--- src/sart_pkg.sv ---
// Shared types and constants for the sorted address range table.
package sart_pkg;

  localparam int ADDR_W  = 48;
  localparam int LEN_W   = 32;
  localparam int GTAG_W  = 15;
  localparam int TAG_W   = 16;
  localparam int TOTAL_W = 7;

  // Request codes
  localparam logic [1:0] REQ_REGISTER   = 2'd0;
  localparam logic [1:0] REQ_UNREGISTER = 2'd1;
  localparam logic [1:0] REQ_LOOKUP     = 2'd2;

  // Cell commands
  localparam logic [2:0] CELL_HOLD   = 3'd0;
  localparam logic [2:0] CELL_INSERT = 3'd1;
  localparam logic [2:0] CELL_MARK   = 3'd2;
  localparam logic [2:0] CELL_SHIFT  = 3'd3;
  localparam logic [2:0] CELL_PROBE  = 3'd4;

  // Group store commands
  localparam logic [1:0] GRP_NONE    = 2'd0;
  localparam logic [1:0] GRP_CLAIM   = 2'd1;
  localparam logic [1:0] GRP_RELEASE = 2'd2;

  typedef struct packed {
    logic [1:0]        req_type;
    logic [ADDR_W-1:0] address;
    logic [LEN_W-1:0]  length;
    logic [GTAG_W-1:0] group_tag;
    logic [GTAG_W-1:0] entry_index;
    logic [GTAG_W-1:0] group_count;
    logic              first_of_call;
  } req_t;

  typedef struct packed {
    logic               hit;
    logic [TAG_W-1:0]   found_tag;
    logic [TOTAL_W-1:0] entry_total;
    logic               dropped;
  } rsp_t;

  // Broadcast from the sequencer to every cell
  typedef struct packed {
    logic [2:0]       op;
    logic [TAG_W-1:0] new_tag;
    logic [TAG_W-1:0] span_lo;
    logic [TAG_W-1:0] span_hi;
  } cell_cmd_t;

  typedef struct packed {
    logic [1:0]        op;
    logic [GTAG_W-1:0] base;
  } grp_cmd_t;

  typedef struct packed {
    logic found;
    logic has_free;
  } grp_stat_t;

endpackage

--- src/sart_cell.sv ---
// One table cell: holds a range, compares against the broadcast key, moves with neighbors.
module sart_cell #(
  parameter int ADDR_BITS = 48,
  parameter int END_W     = 49
) (
  input  logic                     clk,
  input  logic                     rst,
  input  sart_pkg::cell_cmd_t      cmd,
  input  logic [ADDR_BITS-1:0]     key,
  input  logic [END_W-1:0]         new_end,
  input  logic                     valid,
  input  logic [ADDR_BITS-1:0]     left_start,
  input  logic [END_W-1:0]         left_end,
  input  logic [sart_pkg::TAG_W-1:0] left_tag,
  input  logic                     left_gt,
  input  logic [ADDR_BITS-1:0]     right_start,
  input  logic [END_W-1:0]         right_end,
  input  logic [sart_pkg::TAG_W-1:0] right_tag,
  input  logic                     right_dead,
  input  logic                     right_gt,
  input  logic                     shift_in,
  output logic [ADDR_BITS-1:0]     cell_start,
  output logic [END_W-1:0]         cell_end,
  output logic [sart_pkg::TAG_W-1:0] cell_tag,
  output logic                     dead,
  output logic                     gt,
  output logic                     shift_out,
  output logic                     cand
);

  logic [END_W-1:0] key_ext;
  logic             in_span;

  // Empty cells count as above any key, so the boundary is a clean step
  assign gt        = !(valid && (cell_start <= key));
  assign shift_out = shift_in | dead;
  assign key_ext   = END_W'(key);
  assign in_span   = valid && (cell_tag >= cmd.span_lo) && (cell_tag < cmd.span_hi);

  // Payload: open a slot at the insert point, or close gaps during compaction
  always_ff @(posedge clk) begin
    case (cmd.op)
      sart_pkg::CELL_INSERT: begin
        if (left_gt) begin
          cell_start <= left_start;
          cell_end   <= left_end;
          cell_tag   <= left_tag;
        end else if (gt) begin
          cell_start <= key;
          cell_end   <= new_end;
          cell_tag   <= cmd.new_tag;
        end
      end
      sart_pkg::CELL_SHIFT: begin
        if (shift_out) begin
          cell_start <= right_start;
          cell_end   <= right_end;
          cell_tag   <= right_tag;
        end
      end
      default: begin
      end
    endcase
  end

  // Removal mark and lookup candidate flag
  always_ff @(posedge clk) begin
    if (rst) begin
      dead <= 1'b0;
      cand <= 1'b0;
    end else begin
      case (cmd.op)
        sart_pkg::CELL_MARK:  dead <= in_span;
        sart_pkg::CELL_SHIFT: if (shift_out) dead <= right_dead;
        sart_pkg::CELL_PROBE: cand <= !gt && right_gt && (key_ext < cell_end);
        default: begin
        end
      endcase
    end
  end

endmodule

--- config.mk ---
export PLATFORM = sky130hd
export DESIGN_NAME = sart_cell
export DESIGN_NICKNAME = d
export VERILOG_FILES = /design/src/sart_pkg.sv /design/src/sart_cell.sv
export SDC_FILE = /design/constraint.sdc
export NUM_CORES = 1
export LEC_CHECK = 0
export BUFFER_PORTS_ARGS = -buffer_cell sky130_fd_sc_hd__buf_4
export CORE_AREA = 2 2 194 196
export DETAILED_ROUTE_END_ITERATION = 7
export DIE_AREA = 0 0 196 198
export PLACE_DENSITY = 0.53
export SYNTH_ARGS = -nofsm -noshare
export SYNTH_HDL_FRONTEND = slang
export SYNTH_SLANG_ARGS = --single-unit
--- constraint.sdc ---
create_clock -name clk -period 15.59 [get_ports clk]
set_input_delay 0.7795 -clock clk [delete_from_list [all_inputs] [get_ports clk]]
set_output_delay 0.7795 -clock clk [all_outputs]
set_load 0.02 [all_outputs]
---- After elaboration in Yosys (flattened, before gate mapping) ----
Index checks and enable logic that the tools add are counted.
word-level totals
  register bits ........................... 115
  latch bits .............................. 0
  memory bits (writable) .................. 0
  memory bits (read-only) ................. 0
  output and inout bits ................... 117
  logic and storage cells ................. 40
  memories kept ........................... 0
cells by class
  $add $sub $neg .......................... 0
  $mul .................................... 0
  divide/modulo/power cells ............... 0
  $lt $le $gt $ge ......................... 4
  equal/unequal tests ..................... 6
  shift operators ......................... 0
  mux-type cells .......................... 14
  bitwise operators ....................... 1
  reduce and logical (&&, ||, !) cells .... 10
operator list
  kind                  number
  $mux W49              3
  $mux W48              3
  $pmux W49 S2          1
  $pmux W48 S2          1
  $lt A48 B49 Y1        1
  $le A48 B48 Y1        1
  $mux W16              3
  $pmux W16 S2          1
  $ge A16 B16 Y1        1
  $lt A16 B16 Y1        1
  $eq A3 B2 Y1 const B  2
  $logic_and A1 B1 Y1   5
  $reduce_bool A2 Y1    2
  $eq A3 B1 Y1 const B  1
  $eq A3 B3 Y1 const B  1
  $ne A3 B3 Y1 const B  1
  $reduce_and A3 Y1     1
  $ne A2 B2 Y1 const B  1
  $pmux W1 S2           1
  $reduce_and A2 Y1     1
  $logic_not A1 Y1      1
  $mux W1               1
  $or A1 B1 Y1          1

---- Longest topological paths before layout ----
  depth after elaboration ................. 5
  depth in mapped cells ................... 9
  depth with buffers taken out ............ 9

---- Worst setup path after synthesis ----
Ideal clock, no wire load.
  path type ............................... input to register
  from .................................... in key[45]
  to ...................................... reg cell_end[0] (enable)
  setup time .............................. 0.493 ns
  arrival ................................. 5.062 ns
  data required time ...................... 15.097 ns
  slack ................................... 10.035 ns
  cell stages on the path ................. 9
  path buffers ............................ 0
  cells stage by stage .................... inv_1 > ha_1 > nand4_2 > nor4_4 > nand4b_2 > a21oi_1 > nor4_1 > a21oi_2 > o31a_1
between the ends
  cells in the longest elaborated chain, start to end .. 4
RTL lines
  what                         line             source
  start, declared              sart_cell.sv:9   input logic [ADDR_BITS-1:0] key,
  $le A48 B48 Y1               sart_cell.sv:35  assign gt = !(valid && (cell_start <= key));
  $logic_and A1 B1 Y1          sart_cell.sv:35
  $ne A3 B3 Y1 (no line)       --
  $reduce_and A3 Y1 (no line)  --
  end signal, assigned         sart_cell.sv:46  cell_end <= left_end;
  end signal, assigned         sart_cell.sv:50  cell_end <= new_end;
  end signal, assigned         sart_cell.sv:57  cell_end <= right_end;
  end, declared                sart_cell.sv:23  output logic [END_W-1:0] cell_end,
Every way passes these cells.
A chain may end at the register's enable or synchronous reset.

---- Final worst setup path ----
  from .................................... in key[30]
  to ...................................... reg cell_start[45] (enable)
between the ends
  cells in the longest elaborated chain, start to end .. 4
RTL lines
  what                         line             source
  $le A48 B48 Y1               sart_cell.sv:35
  $logic_and A1 B1 Y1          sart_cell.sv:35
  $ne A3 B3 Y1 (no line)       --
  $reduce_and A3 Y1 (no line)  --
  end signal, assigned         sart_cell.sv:45  cell_start <= left_start;
  end signal, assigned         sart_cell.sv:49  cell_start <= key;
  end signal, assigned         sart_cell.sv:56  cell_start <= right_start;
  end, declared                sart_cell.sv:22  output logic [ADDR_BITS-1:0] cell_start,
Every way passes these cells.

==> impl_metrics.ini <==
[outcome]
status = finished clean

[cts]
cts-root-buf = clkbuf_16
cts-resized-gates = 0
htree_num_levels = 4
post-cts-setup-buffers = 0
clkTransAtPathRegs_ns = 0.05
cts_tree = yes
clkSinkCount = 115
postCtsHoldBufs = 0
clk_latency_ns = 0.44
cts_buffer_depth = 2
cts_buffers = 17

[timing]
setup_violations = 0
finalClockSkew_ns = 0.0109
fin_setup_tns_ns = 0
period_needed_ns = 4.52
layout_setup_ws_ns = 11.07
timing.fmax_mhz = 221
hold_viol = 0
period_share = 0.290
tightest_slew_ns = 1.13
slew_headroom = 0.245
slew_violations = 0
rsz0062_at_grt = false

[final_layout]
ff_latch_area_um2 = 3430
multi_input_area_um2 = 4930
antenna_cells = 0
final_cells = 1920
drive_gt1_frac = 0.371
nFillCells = 3805
area_delta_synth_final_pct = 52.5
layout.nets = 1943

[die]
core.rowCount = 71
ioPinCount = 498
die_area_um2 = 38800
core_region_area_um2 = 37000
initial_core_util = 0.243
die_w_um = 196
die_y_um = 198

[power_and_ir_drop]
p_leak_uw = 0.00692
power_frac_comb = 0.262
ir_drop_v = 0.0000745
powerDensity_nw_per_um2 = 72.2
net-switching-power_uw = 282
p_clk_frac = 0.361
p_int_uw = 709
swShare = 0.285
seq_power_share = 0.377

[route]
drc_errors = 0
drtIter0Drc = 314
avgRoutedWirePerCell_um = 18.0
route.vias.total = 8544
dr.pass1.iters = 5
drt-total-wl_um = 34600
final_antenna_net_count = 0
viasPerCell = 4.45

[setup_path]
worstPathArrival_ns = 4.57
r2r-start = cell_start[29]$_DFFE_PP_
criticalPathCategory = input port to register
crit_required_ns = 15.64
worstSetupStartpoint = key[30]
worst_setup_path_end_kind = register
worst_setup_path_start_kind = input port
critPathMaxFanout = 71

[placed_design]
place_inst = 1891
hpwl_um = 28900
io_buffers = 497
preCtsSetupSlack_ns = 10.51
globalplace.congestion = 0.831

[yosys]
synth-seq-area-share = 0.382
yosysWarnings = 0
yosys-top-cells-area = edfxtp_1, ha_1, mux2i_1
synth-edff-count = 113
ys_ff_latch = 115
netlist_area_um2 = 9000
synth_fp_nets = 1460
synth_cell_types = 49
avgSynthCellArea_um2 = 9.44
yosysTopAreaCellShare = 0.377
async_flop_share = 0
synth_flop_cell = edfxtp_1
syn-instance-count = 953
yosys.area.top_type = edfxtp_1

[grt]
grt_max_degree = 98
antenna_found_initial = 0
grt_pass1_wl_um = 51100
grt_pass1_vias = 8741
grt.total_usage = 0.176
grt-ovfl-total = 0

[min_path]
min_path_type = register to register
hp-start = cand$_SDFFE_PP0N_

[run]
cap_violations = 0
logic make-up (layout without fill, tap and decap cells):
family,after synthesis,in the layout,synth area share
AND/OR/NAND/NOR,217,217,0.114
adder cells (fa/ha/maj),126,126,0.175
multiplexers,113,113,0.126
flip-flops,115,115,0.382
buffers and inverters,168,661,0.0711
AO/OA/AOI/OAI,214,214,0.132
worst max-delay path, stage by stage:
cell	delay, ns
buf_4	0.11
inv_1	0.04
ha_1	0.30
nand4_1	0.18
nor4_2	0.51
nand4b_2	0.18
a21oi_1	0.17
nor4_1	0.08
a21oi_2	0.28
o31a_2	0.94
buf_4	0.85
area by class of cell:
type | count | share of cell area
multi-input cells | 670 | 0.359
repair buffers | 502 | 0.275
flip-flops and latches | 115 | 0.250
well taps | 474 | 0.0432
inverters | 130 | 0.0356
clock buffers | 20 | 0.0318
clock inverters | 9 | 0.00492
per-layer routing:
metal	vias to the layer above	global-route usage	share of wire	wire, µm
li1	4379	-	-	-
met1	3886	0.219	0.43	14900
met2	242	0.301	0.50	17200
met3	37	0.0359	0.048	1640
met4	0	0.0668	0.024	819
met5	-	0	0	0
worst paths after layout:
path / slack, ns / cells after the start / to
setup / recovery: 11.07 / 11 / cell_start[45]$_DFFE_PP_
hold / removal: 0.60 / 2 / cand$_SDFFE_PP0N_
setup reg to reg: 11.08 / 9 / cell_start[45]$_DFFE_PP_
hold reg to reg: 0.60 / 2 / cand$_SDFFE_PP0N_
layout by cell type, fill, tap and decap left out, types with 2 or more instances in the layout:
cell type  netlist  final
a211oi_1         6      6
a21o_1          12     12
a21oi_1        157    157
a221oi_1         5      5
a31oi_1          3      3
and4_1           3      3
and4b_1          2      2
buf_4            0    501
clkbuf_1        30      3
clkbuf_16        0     17
clkinv_1         0      4
clkinv_2         0      3
dfxtp_1          2      2
edfxtp_1       113    113
ha_1           126    126
inv_1          130    130
mux2i_1        113    113
nand2_1         27     26
nand2b_1         4      4
nand3_1         15     15
nand4_1         16     16
nand4_2          2      2
nor2_1         127    127
nor2b_1          5      5
nor3_1           2      2
nor4_2           2      2
o211ai_1         2      2
o21ai_0         13     13
o21ai_1          5      5
o31ai_1          2      2
flip-flops by register name, summed over array words and instances, names as in the netlist:
| signal | count |
|---|---|
| dead | 1 |
| cell_end | 49 |
| cand | 1 |
| cell_start | 48 |
| cell_tag | 16 |
synthesized netlist by cell type, types with 3 or more instances:
cell,count
nand4_1,16
and4_1,3
a21o_1,12
a211oi_1,6
nand2b_1,4
nand3_1,15
o21ai_0,13
inv_1,130
ha_1,126
nor2b_1,5
edfxtp_1,113
mux2i_1,113
a221oi_1,5
buf_2,7
nor2_1,127
a21oi_1,157
o21ai_1,5
nand2_1,27
clkbuf_1,30
a31oi_1,3
metrics by stage:
step / hold slack, ns / power [µW] / util / area [µm²]
global placement: 0.611 / 641 / 0.358 / 13200
global route: 0.643 / 1040 / 0.371 / 13700
CTS: 0.612 / 1010 / 0.371 / 13700
finish: 0.597 / 991 / 0.371 / 13700
detailed placement: 0.628 / 644 / 0.358 / 13200
floorplan: 0.576 / 502 / - / 9000
power by group through the flow:
stage          sequential (µW)  combinational [µW]  clock, µW
2_1_floorplan              396                 106          0
3_3_place_gp               380                 261          0
3_5_place_dp               380                 263          0
4_1_cts                    374                 265        368
5_1_grt                    376                 289        380
6_report                   374                 260        358
Power figures use the tool's default switching activity.
