<file path="config.mk">
export PLATFORM = sky130hd
export DESIGN_NAME = sart_groups
export DESIGN_NICKNAME = d
export VERILOG_FILES = /design/src/sart_pkg.sv /design/src/sart_groups.sv
export SDC_FILE = /design/constraint.sdc
export NUM_CORES = 1
export LEC_CHECK = 0
export BUFFER_PORTS_ARGS = -buffer_cell sky130_fd_sc_hd__buf_2
export CAP_MARGIN = 20
export CORE_MARGIN = 3
export CORE_UTILIZATION = 50
export CTS_CLUSTER_DIAMETER = 200
export CTS_CLUSTER_SIZE = 24
export DETAILED_ROUTE_END_ITERATION = 8
export GPL_ROUTABILITY_DRIVEN = 0
export PLACE_DENSITY_LB_ADDON = 0.08
export SYNTH_ARGS = -nofsm -noshare
export SYNTH_HDL_FRONTEND = slang
export SYNTH_SLANG_ARGS = --single-unit
</file>
<file path="constraint.sdc">
create_clock -name clk -period 4.5 [get_ports clk]
set_input_delay 0 -clock clk [delete_from_list [all_inputs] [get_ports clk]]
set_output_delay 0 -clock clk [all_outputs]
set_load 0.01 [all_outputs]
</file>
<file path="src/sart_pkg.sv">
// Shared types and constants for the sorted address range table.
package sart_pkg;

  localparam int ADDR_W  = 48;
  localparam int LEN_W   = 32;
  localparam int GTAG_W  = 15;
  localparam int TAG_W   = 16;
  localparam int TOTAL_W = 7;

  // Request codes
  localparam logic [1:0] REQ_REGISTER   = 2'd0;
  localparam logic [1:0] REQ_UNREGISTER = 2'd1;
  localparam logic [1:0] REQ_LOOKUP     = 2'd2;

  // Cell commands
  localparam logic [2:0] CELL_HOLD   = 3'd0;
  localparam logic [2:0] CELL_INSERT = 3'd1;
  localparam logic [2:0] CELL_MARK   = 3'd2;
  localparam logic [2:0] CELL_SHIFT  = 3'd3;
  localparam logic [2:0] CELL_PROBE  = 3'd4;

  // Group store commands
  localparam logic [1:0] GRP_NONE    = 2'd0;
  localparam logic [1:0] GRP_CLAIM   = 2'd1;
  localparam logic [1:0] GRP_RELEASE = 2'd2;

  typedef struct packed {
    logic [1:0]        req_type;
    logic [ADDR_W-1:0] address;
    logic [LEN_W-1:0]  length;
    logic [GTAG_W-1:0] group_tag;
    logic [GTAG_W-1:0] entry_index;
    logic [GTAG_W-1:0] group_count;
    logic              first_of_call;
  } req_t;

  typedef struct packed {
    logic               hit;
    logic [TAG_W-1:0]   found_tag;
    logic [TOTAL_W-1:0] entry_total;
    logic               dropped;
  } rsp_t;

  // Broadcast from the sequencer to every cell
  typedef struct packed {
    logic [2:0]       op;
    logic [TAG_W-1:0] new_tag;
    logic [TAG_W-1:0] span_lo;
    logic [TAG_W-1:0] span_hi;
  } cell_cmd_t;

  typedef struct packed {
    logic [1:0]        op;
    logic [GTAG_W-1:0] base;
  } grp_cmd_t;

  typedef struct packed {
    logic found;
    logic has_free;
  } grp_stat_t;

endpackage

</file>
<file path="src/sart_groups.sv">
// Group base store: remembers registered bases and finds a free slot.
module sart_groups #(
  parameter int GROUPS = 32
) (
  input  logic                 clk,
  input  logic                 rst,
  input  sart_pkg::grp_cmd_t   cmd,
  output sart_pkg::grp_stat_t  stat
);

  localparam int GI_W = (GROUPS > 1) ? $clog2(GROUPS) : 1;

  logic [sart_pkg::GTAG_W-1:0] base_q [GROUPS];
  logic [GROUPS-1:0]           gvalid;
  logic [GROUPS-1:0]           match;
  logic [GI_W-1:0]             free_idx;

  // Compare the key against every slot and pick the lowest free one
  always_comb begin
    free_idx = '0;
    for (int g = GROUPS - 1; g >= 0; g--) begin
      match[g] = gvalid[g] && (base_q[g] == cmd.base);
      if (!gvalid[g]) free_idx = GI_W'(g);
    end
    stat.found    = |match;
    stat.has_free = !(&gvalid);
  end

  always_ff @(posedge clk) begin
    if (cmd.op == sart_pkg::GRP_CLAIM) base_q[free_idx] <= cmd.base;
  end

  // Claim sets one slot, release forgets every matching one
  always_ff @(posedge clk) begin
    if (rst) begin
      gvalid <= '0;
    end else begin
      case (cmd.op)
        sart_pkg::GRP_CLAIM:   gvalid[free_idx] <= 1'b1;
        sart_pkg::GRP_RELEASE: gvalid <= gvalid & ~match;
        default: begin
        end
      endcase
    end
  end

endmodule

</file>
## Yosys cells after proc, flatten, opt, wreduce, memory -nomap -nowiden

Memories as Yosys holds them, arrays and structs flattened.
Index checks and enable logic that the tools add are counted.

| word-level totals | value |
|---|---|
| bits in writable memories | 480 |
| register bits after elaboration | 32 |
| memories | 1 |
| output and inout bits | 2 |

| cells by class | value |
|---|---|
| bitwise logic cells | 3 |
| order comparisons | 2 |
| eq/ne operators | 34 |
| reduce and logical (&&, ||, !) cells | 37 |
| muxes and demuxes | 37 |

Memory list:

| name | words | width | rd ports | clocked after memory_dff | write ports | RTL line | RTL |
|---|---|---|---|---|---|---|---|
| base_q | 32 | 15 | 32 | 0 | 1 | sart_groups.sv:13 | `logic [sart_pkg::GTAG_W-1:0] base_q [GROUPS];` |

Operator list:

| cell | count |
|---|---|
| == test 15 bit | 32 |
| two-way mux 5 bit | 32 |
| one-hot mux 32 bit (2 select lines) | 1 |
| logical AND 1 bit | 33 |
| bitwise AND 32 bit | 1 |
| inverter 32 bit | 1 |
| OR 32 bit | 1 |
| AND reduction 32 bit | 1 |
| OR reduction 32 bit | 1 |
| less-than comparator 5 x 6 -> 1 bit, second input constant | 1 |
| demux 1 bit (select 5 bit) | 1 |
| greater-or-equal comparator 5 x 1 -> 1 bit, second input constant | 1 |
| two-way mux 1 bit | 3 |
| == test 2 x 1 -> 1 bit, second input constant | 1 |
| == test 2 bit, second input constant | 1 |
| nonzero test 2 bit | 1 |
| zero test 1 bit | 1 |

## Logic depth before layout (Yosys ltp)

Gate-level depths: netlist of run 1.

| logic depth | value |
|---|---|
| depth in word-level cells | 38 |
| mapped depth | 8 |
| depth with buffers taken out | 6 |

## Worst setup path before layout of run 1

Ideal clock, no wire load.

| timing path | value |
|---|---|
| kind | register to register |
| from | reg gvalid[17] |
| to | mem base_q[0][0] in the netlist's numbering (enable) |
| slack | 1.491 ns |
| cell stages (with the launch flop) | 7 |
| arrival | 2.603 ns |
| buffers on the path | 1 |
| required time | 4.094 ns |
| clock period less this slack | 3.009 ns |
| cell sequence | dfxtp_1 o21ai_0 a2111oi_0 a211oi_2 o21a_1 buf_2 nor3_1 |

| between the ends | value |
|---|---|
| cells in the longest elaborated chain, start to end | 18 |

RTL lines:

| element | RTL line | RTL |
|---|---|---|
| from (decl) | sart_groups.sv:14 | `logic [GROUPS-1:0] gvalid;` |
| from (signal assigned) | sart_groups.sv:40 | `sart_pkg::GRP_RELEASE: gvalid <= gvalid & ~match;` |
| two-way mux 5 bit (18 in a row) | sart_groups.sv:23 | `if (!gvalid[g]) free_idx = GI_W'(g);` |
| to (decl) | sart_groups.sv:13 |  |

Every way passes these cells.

==> results.md, run 1 <==
- Initial antenna violation count: 0
- Via/cell ratio: 5.59
- Crit-path most repeated cell: nand4_1
- Post-synth EDFFs: 480
- DRT Wirelength: 47300 um
- FF-to-FF setup slack: 1.43 ns
- Global-route wire length before repair: 73100 um
- Slowest CP cell: nor4_1
- Startpoint Class: input port
- Largest stage delay, worst path: 0.93 ns
- Final min period: 3.29 ns
- Overflow after GRT: 0
- Final Skew: 0.0342 ns
- # hold bufs at CTS: 10
- Die H: 216 um
- Critical Path RT: 4.50 ns
- CTS tree: yes
- Yosys cell types: 49
- Post-Synthesis Cells: 1467
- WP data arrival: 3.29 ns
- Slew @ Worst Pin: 1.10 ns
- # fillers: 3589
- Critical path cell sequence: dlygate4sd3_1 > buf_4 > buf_12 > xnor2_1 > nand4_1 > nor4_1 > a22oi_1 > nand4_1 > or4_1 > buf_2
- Final Hold Viols: 0
- Detail Placement HPWL: 28500 um
- CP max FO: 31
- Hold WS: 0.0146 ns
- Post-CTS setup repair buffer count: 0
- Initial Util: 51.0%
- CTS max path bufs: 3
- P&R area growth vs syn: 9.05%
- Non-filler instance count after layout: 2126
- Synth Net Count: 1488
- Final max-slew violation count: 0
- Remaining antenna violation count: 0
- RSZ-0062 raised after global routing: no
- Yosys reg bits: 512
- DIE AREA: 46800 um2
- Synthesis Warnings: 0
- Fin crit share: 73.1%
- Hold depth: 1
- IO Port Bufs: 20
- Post-synthesis sequential area ratio: 68.1%
- Vias: 11.9k
- Iteration-0 DRC Markers: 891
- Vias in the first global route: 11.7k
- Die X: 216 um
- Htree depth: 1
- Post-synth ARST share: 0%
- 1st-pass router iterations: 5
- Boundary pin count: 21
- Max-slew headroom: 26.4%
- Most frequent cells in the layout: xnor2_1 (480), edfxtp_1 (480), nand4_1 (107), buf_4 (78)
- Antenna cells: 0
- Num CTS Buffers: 25
- Overall global routing resource usage: 20.4%
- Status: completed
- Worst hold path class: in2reg
- VDD IR-drop max: 0.416 mV
- Largest net degree at the start of global routing: 52
- Max-cap violations: 0
- Hold path start: cmd[9]
- Max frequency: 304 MHz
- Num rows: 76
- Reg2Reg Depth: 6
- Sink Count: 512
- Root Buffer Master: clkbuf_16
- Clock slew at reported path FFs: 0.09 ns
- Setup TNS: 0 ns
- P per Cell Area: 343 nW/um2
- Worst r2r src: gvalid[16]
- Mapped Avg Cell Area: 15.1 um2
- Post-CTS sizing: 0
- Crit Path Category: in2out
- Setup crit end kind: output pin
- Mapped cell area: 22100 um2
- # DRC: 0
- Final setup fails: 0
- Core box area: 43400 um2
- Layout cell share with drive strength beyond 1: 9.41%
- Pleak: 6.92 nW
- FF-to-FF End: base_q[6][2]
- Final nets: 1544
- Hold Path Sink: base_q[19][9]
- Drt wl/cell: 22.2 um
- Top_reg_cell synth: edfxtp_1
- Clock latency on the worst-skew pair: 0.58 ns
- Placed cells: 2064
==> state kept, by name, indices dropped and copies added (netlist names) <==
register,flops
gvalid,32
base_q,480
==> worst max-delay path: cells and delay by family <==
kind,cells,cell delay [ns]
buffers and inverters,4,1.44
AOI/OAI and AO/OA,1,0.25
and+or+nand+nor,4,1.41
xor gates and xnor gates,1,0.15
==> where the power goes <==
part | switching (mW) | internal [mW]
combinational | 0.348 | 0.210
clock | 1.43 | 1.07
sequential | 0.00997 | 5.21
total | 1.79 | 6.49
==> cell usage after synthesis (3+ instances only) <==
cell type / n / area, um2
a22oi_1: 16 / 120
nand2_1: 19 / 71.3
o32ai_1: 3 / 26.3
and3_1: 5 / 31.3
nor3_1: 13 / 65.1
a21oi_1: 4 / 20.0
nor2_1: 28 / 105
a311oi_1: 32 / 280
nor4_1: 32 / 200
nand4_1: 107 / 669
inv_1: 35 / 131
xnor2_1: 480 / 4200
o21ai_0: 5 / 25.0
nand2b_1: 3 / 18.8
dfxtp_1: 32 / 641
nand3_1: 35 / 175
clkbuf_1: 9 / 33.8
edfxtp_1: 480 / 14400
buf_2: 61 / 305
nor2b_1: 3 / 18.8
buf_1: 3 / 11.3
o21bai_1: 18 / 135
o21bai_2: 8 / 90.1
==> routing by layer <==
layer  track usage [%]  routed length (um)
met3              2.90                1930
met5                 0                   0
met2              32.3               21800
met4              4.20                 960
met1              30.5               22600
==> cell type report <==
class                   count  area [um2]  area share, %
multi-input cells         844        6590           27.3
flip-flops and latches    512       15100           62.4
clock buffers              44         697           2.89
inverters                  35         131          0.545
well taps                 585         732           3.04
clock inverters             1        16.3         0.0675
repair buffers            105         897           3.72
==> how the worst max path moves through the flow <==
stage | from | to | slack (ns) | cells past startpoint
finish | cmd[13] | stat[1] | 1.21 | 10
global route | cmd[5] | stat[1] | 1.07 | 10
floorplan | gvalid[17] | base_q[0][0] | 1.49 | 6
detailed placement | gvalid[17] | base_q[20][1] | 1.36 | 5
global placement | gvalid[16] | base_q[5][10] | 1.46 | 7
CTS | cmd[2] | stat[1] | 1.18 | 11
==> stage by stage <==
| stage | area [um2] | worst slack, ns | total power, mW | utilization (%) |
|---|---|---|---|---|
| global placement | 23200 | 1.46 | 5.89 | 53.6 |
| detailed placement | 23200 | 1.36 | 5.89 | 53.6 |
| floorplan | 22100 | 1.49 | 5.68 | - |
| global route | 24100 | 1.07 | 8.58 | 55.6 |
| finish | 24100 | 1.21 | 8.28 | 55.6 |
| CTS | 24000 | 1.18 | 8.38 | 55.4 |
==> cell families after synthesis <==
family / count (synthesis) / synth area share, %
xor gates and xnor gates: 480 / 19.0
and+or+nand+nor: 258 / 6.58
DFF: 512 / 68.1
adders and majority gates: 2 / 0.113
buffers and inverters: 111 / 2.31
AOI/OAI and AO/OA: 104 / 3.90
(Power assumes the default switching activity.)
==> inputs of run 2 (changes only) <==
==> constraint.sdc (replaced) <==
create_clock -name clk -period 2.75 [get_ports clk]
set_input_delay 0 -clock clk [delete_from_list [all_inputs] [get_ports clk]]
set_output_delay 0 -clock clk [all_outputs]
set_load 0.01 [all_outputs]
==> run 2 against run 1 <==
Compared with the run above:
- sequential share of layout area fell by 3.1 points
- worst setup slack got worse by 1.1 ns
- count of clock-buffer cells in the layout did not move
- flip-flop and latch count did not move
- global-route usage rose by 1.6 points
- cell area rose by 5.2%
- highest routed layer unchanged
- non-clock buffer count rose by 106
- clock skew rose by 0.0037 ns
- via count rose by 3.6%
- clock power rose by 65%
==> results.md, run 2 (synthesized netlist as in run 1, its figures left out) <==
- Status: completed
- CP startpoint: gvalid[25]
- Non-filler instance count after layout: 2233
- Remaining antenna violation count: 0
- FF-to-FF End: base_q[2][2]
- Iteration-0 DRC Markers: 1087
- Placed cells: 2163
- Num CTS Buffers: 25
- Final setup fails: 0
- Final max-slew violation count: 0
- Sink Count: 512
- Max frequency: 375 MHz
- Drt wl/cell: 23.1 um
- Hold WS: 0.0306 ns
- Layout cell share with drive strength beyond 1: 15.5%
- Final Skew: 0.0378 ns
- Detail Placement HPWL: 31600 um
- Crit Path Category: reg2reg
- Initial Util: 51.0%
- Clock slew at reported path FFs: 0.11 ns
- Boundary pin count: 21
- Worst r2r src: gvalid[25]
- Final cell utilization of the core: 58.5%
- FF-to-FF setup slack: 0.08 ns
- 1st-pass router iterations: 5
- Overflow after GRT: 0
- Setup TNS: 0 ns
- Largest net degree at the start of global routing: 34
- Via/cell ratio: 5.52
- Initial antenna violation count: 0
- # fillers: 3496
- Most frequent cells in the layout: xnor2_1 (480), edfxtp_1 (480), buf_4 (141), nand4_1 (107)
- Design Power: 13.7 mW
- Biggest register: base_q
- Die X: 216 um
- IO Port Bufs: 20
- Root Buffer Master: clkbuf_16
- DRT Wirelength: 51500 um
- CP max FO: 15
- Global-route wire length before repair: 78200 um
- Pleak: 7.56 nW
- Fin crit share: 97.0%
- Die H: 216 um
- P per Cell Area: 541 nW/um2
- Num rows: 76
- Final Hold Viols: 0
- Max-cap violations: 0
- Slew @ Worst Pin: 0.771 ns
- Htree depth: 1
- VDD IR-drop max: 0.409 mV
- WP data arrival: 2.97 ns
- Critical path capture point: base_q[2][2]
- # DRC: 0
- Final nets: 1650
- Overall global routing resource usage: 22.0%
- Vias: 12.3k
- Max-slew headroom: 48.5%
- Core box area: 43400 um2
- Clock latency on the worst-skew pair: 0.60 ns
- Worst hold path class: in2reg
- RSZ-0062 raised after global routing: yes
- Reg2Reg Depth: 9
- Critical Path RT: 3.05 ns
- CTS max path bufs: 3
- Setup crit end kind: register
- Antenna cells: 0
- Startpoint Class: register
- Vias in the first global route: 12.2k
- CTS tree: yes
- Flip-flop count of the largest register after layout: 480
- Final min period: 2.67 ns
- Biggest regs: base_q x480, gvalid x32
- DIE AREA: 46800 um2
- P&R area growth vs syn: 14.7%
-- run 2: area by class of cell --
type	count	area [um2]	share of cell area [%]
tap	585	732	2.88
inverter	35	131	0.518
timing repair buffer	211	2080	8.21
clock buffer	44	697	2.75
clock inverter	2	25.0	0.0986
sequential	512	15100	59.3
multi-input combinational	844	6650	26.2
-- run 2: worst min-delay path by stage --
stage,start,to,depth (start not counted),slack [ns]
4_1_cts,cmd[5],base_q[19][5],2,0.003
3_3_place_gp,cmd[7],base_q[13][7],1,0.39
3_5_place_dp,cmd[7],base_q[13][7],1,0.39
5_1_grt,cmd[5],base_q[18][5],2,0.004
6_report,cmd[5],base_q[14][5],2,0.03
2_1_floorplan,cmd[0],base_q[0][0],0,0.1
-- run 2: through the flow --
step / instance area [um2] / setup slack [ns]
2_1_floorplan: 22100 / -0.259
3_3_place_gp: 24300 / -0.0637
3_5_place_dp: 24300 / -0.0684
4_1_cts: 25300 / 0.0161
5_1_grt: 25400 / -0.0167
6_report: 25400 / 0.0817
-- run 2: repair_timing --
action	4_1_cts	5_1_grt
gates resized for setup	2	15
hold endpoints to repair	165	0
hold buffers	24	0
buffers inserted	0	0
setup endpoints to repair	30	186
-- run 2: where the power goes --
group	internal, mW	total (mW)	switching [mW]
combinational	0.431	1.06	0.632
clock	1.76	4.13	2.38
sequential	8.53	8.54	0.0129
total	10.7	13.7	3.02
-- run 2: routing by layer --
metal | part of all wire [%] | wire (um) | track usage, % | vias up
met5 | 0 | 0 | 0 | -
met4 | 2.2 | 1120 | 5.43 | 0
met3 | 4.5 | 2300 | 2.24 | 65
met2 | 47 | 24000 | 35.3 | 321
met1 | 47 | 24100 | 32.8 | 6235
li1 | - | - | - | 5702
-- run 2: critical path, stage by stage, from the launching register on --
cell,delay (ns)
dfxtp_1,0.36
inv_1,0.08
or4_1,0.53
o211ai_2,0.21
o21ai_2,0.09
buf_4,0.17
or3b_1,0.35
buf_4,0.22
nor2_2,0.19
buf_12,0.17
==> inputs of run 3 (changes only) <==
--- a/config.mk
+++ b/config.mk
@@ -5,11 +5,12 @@
 export SDC_FILE = /design/constraint.sdc
 export NUM_CORES = 1
 export LEC_CHECK = 0
+export ABC_AREA = 1
 export BUFFER_PORTS_ARGS = -buffer_cell sky130_fd_sc_hd__buf_2
 export CAP_MARGIN = 20
 export CORE_MARGIN = 3
 export CORE_UTILIZATION = 50
-export CTS_CLUSTER_DIAMETER = 200
+export CTS_CLUSTER_DIAMETER = 120
 export CTS_CLUSTER_SIZE = 24
 export DETAILED_ROUTE_END_ITERATION = 8
 export GPL_ROUTABILITY_DRIVEN = 0
==> run 3 against run 2 <==
Compared with the run above:
- clock power about the same
- clock skew shrank 0.0096 ns
- via count increased by 3.8%
- flip-flop and latch count is the same
- cell count increased by 6.5%
- sequential power barely moved
- combinational power hardly changed
- highest routed layer unchanged
- power is 0.47% lower
- sequential share of layout area decreased by 1.5 points
- register-to-register slack worse by 0.33 ns
- the flow now finishes with violations (DRC, setup timing)
- synthesized cell count rose by 12%
==> results.md, run 3 <==
- Worst r2r src: gvalid[31]
- Violated checks: DRC, setup timing
- Vias: 12.8k
- Sink Count: 512
- Final Skew: 0.0283 ns
- Final setup fails: 481
- Ranking of synthesized cells by area: edfxtp_1 (64%), xor2_1 (17%), dfxtp_1 (2.9%)
- Final Hold Viols: 0
- Via/cell ratio: 5.38
- P&R area growth vs syn: 16.2%
- DIE AREA: 47400 um2
- Crit-path most repeated cell: nand2_1
- 1st-pass router iterations: 9
- Share of the synthesized area in the top cell type: 64.3%
- Post-synth EDFFs: 480
- Worst hold path class: in2reg
- Num CTS Buffers: 25
- Setup WS post-layout: -0.248 ns
- Biggest regs: base_q x480, gvalid x32
- # DRC: 2
- WP data arrival: 3.29 ns
- Fin crit share: 109%
- Hold WS: 0.0183 ns
- Yosys reg bits: 512
- Sw power: 3.03 mW
- Sw Share: 22.1%
- Top_reg_cell synth: edfxtp_1
- Setup crit end kind: register
- CTS max path bufs: 3
- Final nets: 1796
- Iteration-0 DRC Markers: 1101
- Synth Net Count: 1660
- Count leader, synth: edfxtp_1
- FF-to-FF setup slack: -0.25 ns
- DRT Wirelength: 50500 um
- Detail Placement HPWL: 32100 um
- Die H: 218 um
- # fillers: 3383
- Pleak: 8.72 nW
- Initial Util: 51.3%
- Yosys cell types: 30
- Most common cell after layout, fill and taps aside: edfxtp_1
- RSZ-0062 raised after global routing: yes
- Final max-slew violation count: 0
- Slowest CP cell: dfxtp_2
- Dominant cell type by area after synthesis: edfxtp_1
- IO Port Bufs: 20
- Synthesis Warnings: 0
- CP max FO: 8
- Drt wl/cell: 21.2 um
- Overall global routing resource usage: 21.4%
- Post-Synthesis Cells: 1639
- Final min period: 3.00 ns
- Largest net degree at the start of global routing: 65
- Reg2Reg Depth: 35
- Synth cell count leaders: edfxtp_1 (480), xor2_1 (443), nand2_1 (153)
- Most frequent cells in the layout: edfxtp_1 (480), xor2_1 (443), nand2_1 (144), buf_4 (98), nor4_1 (96)
- Max-cap violations: 0
- Post-synth ARST share: 0%
- Hold path start: cmd[3]
- Max frequency: 334 MHz
- Vias in the first global route: 12.9k
- CTS tree: yes
- Hold depth: 2
- Die X: 218 um
- Overflow after GRT: 0
- Worst slack, placed: -0.180 ns
- Htree depth: 1
- Clock slew at reported path FFs: 0.10 ns
- Root Buffer Master: clkbuf_16
- Boundary pin count: 21
- Startpoint Class: register
- Core box area: 43600 um2
- Status: complete, but fails checks
- Flip-flop count of the largest register after layout: 480
- Crit Path Category: reg2reg
- Clock latency on the worst-skew pair: 0.58 ns
- Int Pwr: 10.6 mW
- Largest stage delay, worst path: 0.33 ns
- Global-route wire length before repair: 77600 um
- Mapped cell area: 22400 um2
- VDD IR-drop max: 0.408 mV
- Initial antenna violation count: 2
- Mapped Avg Cell Area: 13.7 um2
- Reg power frac: 62.4%
- Antenna cells: 0
- Clk pwr share: 30.1%
- FF-to-FF End: base_q[1][11]
- Max-slew headroom: 43.3%
- P per Cell Area: 525 nW/um2
- Remaining antenna violation count: 0
- Post-synthesis sequential area ratio: 67.2%
- Layout cell share with drive strength beyond 1: 14.5%
- Comb pwr share: 7.5%
- Hold Path Sink: base_q[14][3]
- Biggest register: base_q
- Slew @ Worst Pin: 0.849 ns
- Critical Path RT: 3.04 ns
- Num rows: 76
==> run 3: cells by family (layout without fill, tap and decap cells) <==
group           Yosys count  in the layout  synth area share (%)
flops                   512            512                  67.2
simple gates            466            466                  10.6
buf+inv                 138            293                  2.35
xor+xnor                468            468                  18.3
fa+ha+maj                 2              2                 0.112
compound gates           53             53                  1.42
==> run 3: area by class of cell <==
class	count	area (um2)	share of cell area (%)
inverters	62	245	0.942
clock buffers	44	697	2.68
repair buffers	185	2190	8.40
well taps	585	732	2.81
multi-input cells	989	7080	27.2
flip-flops and latches	512	15100	57.9
clock inverters	2	25.0	0.0962
==> run 3: worst max path at each step <==
stage | startpoint | to | slack (ns) | cells past startpoint
after global routing | gvalid[31] | base_q[1][13] | -0.50 | 35
final | gvalid[31] | base_q[1][11] | -0.25 | 35
after CTS | gvalid[31] | base_q[6][7] | -0.20 | 37
after detailed placement | gvalid[31] | base_q[2][11] | -0.18 | 37
after floorplan | gvalid[31] | base_q[16][0] | -0.19 | 34
after global placement | gvalid[31] | base_q[2][4] | -0.21 | 37
==> run 3: timing repair <==
item,in CTS,in global routing
pin swaps,0,6
endpoints found under the hold margin,217,1
setup endpoints to repair,481,503
hold buffers,17,1
gates resized for setup,0,12
setup buffers,3,2
cloned,0,1
==> run 3: power groups by stage <==
stage	Clock, mW	Sequential [mW]	Combinational (mW)
3_5_place_dp	0	8.71	1.01
2_1_floorplan	0	8.71	0.537
6_report	4.11	8.53	1.03
5_1_grt	4.47	8.53	1.12
3_3_place_gp	0	8.71	0.992
4_1_cts	4.21	8.53	1.04
==> run 3: worst max-delay path: cells and delay by family, from the launching register on <==
family	cells	cell delay (ns)
buffers and inverters	3	0.38
and+or+nand+nor	32	1.99
DFF	1	0.33
==> run 3: routing by layer <==
metal  global-route usage (%)  share of wire, %  routed length (um)  vias to the layer above
li1                         -                 -                   -                     6056
met1                     31.0                46               23400                     6410
met2                     35.6                47               23900                      263
met3                     1.98               4.2                2100                       66
met4                     4.94               2.3                1150                        0
met5                        0                 0                   0                        -
==> run 3: metrics by stage <==
step / setup TNS (ns) / utilization, % / area [um2] / cells / power (mW)
floorplan: -37.47 / - / 22600 / 1639 / 9.25
global placement: -61.70 / 57.3 / 25000 / 2309 / 9.70
detailed placement: -54.70 / 57.3 / 25000 / 2309 / 9.71
CTS: -67.86 / 59.4 / 25900 / 2375 / 13.8
global route: -199.04 / 59.6 / 26000 / 2379 / 14.1
finish: -74.63 / 59.6 / 26000 / 2379 / 13.7
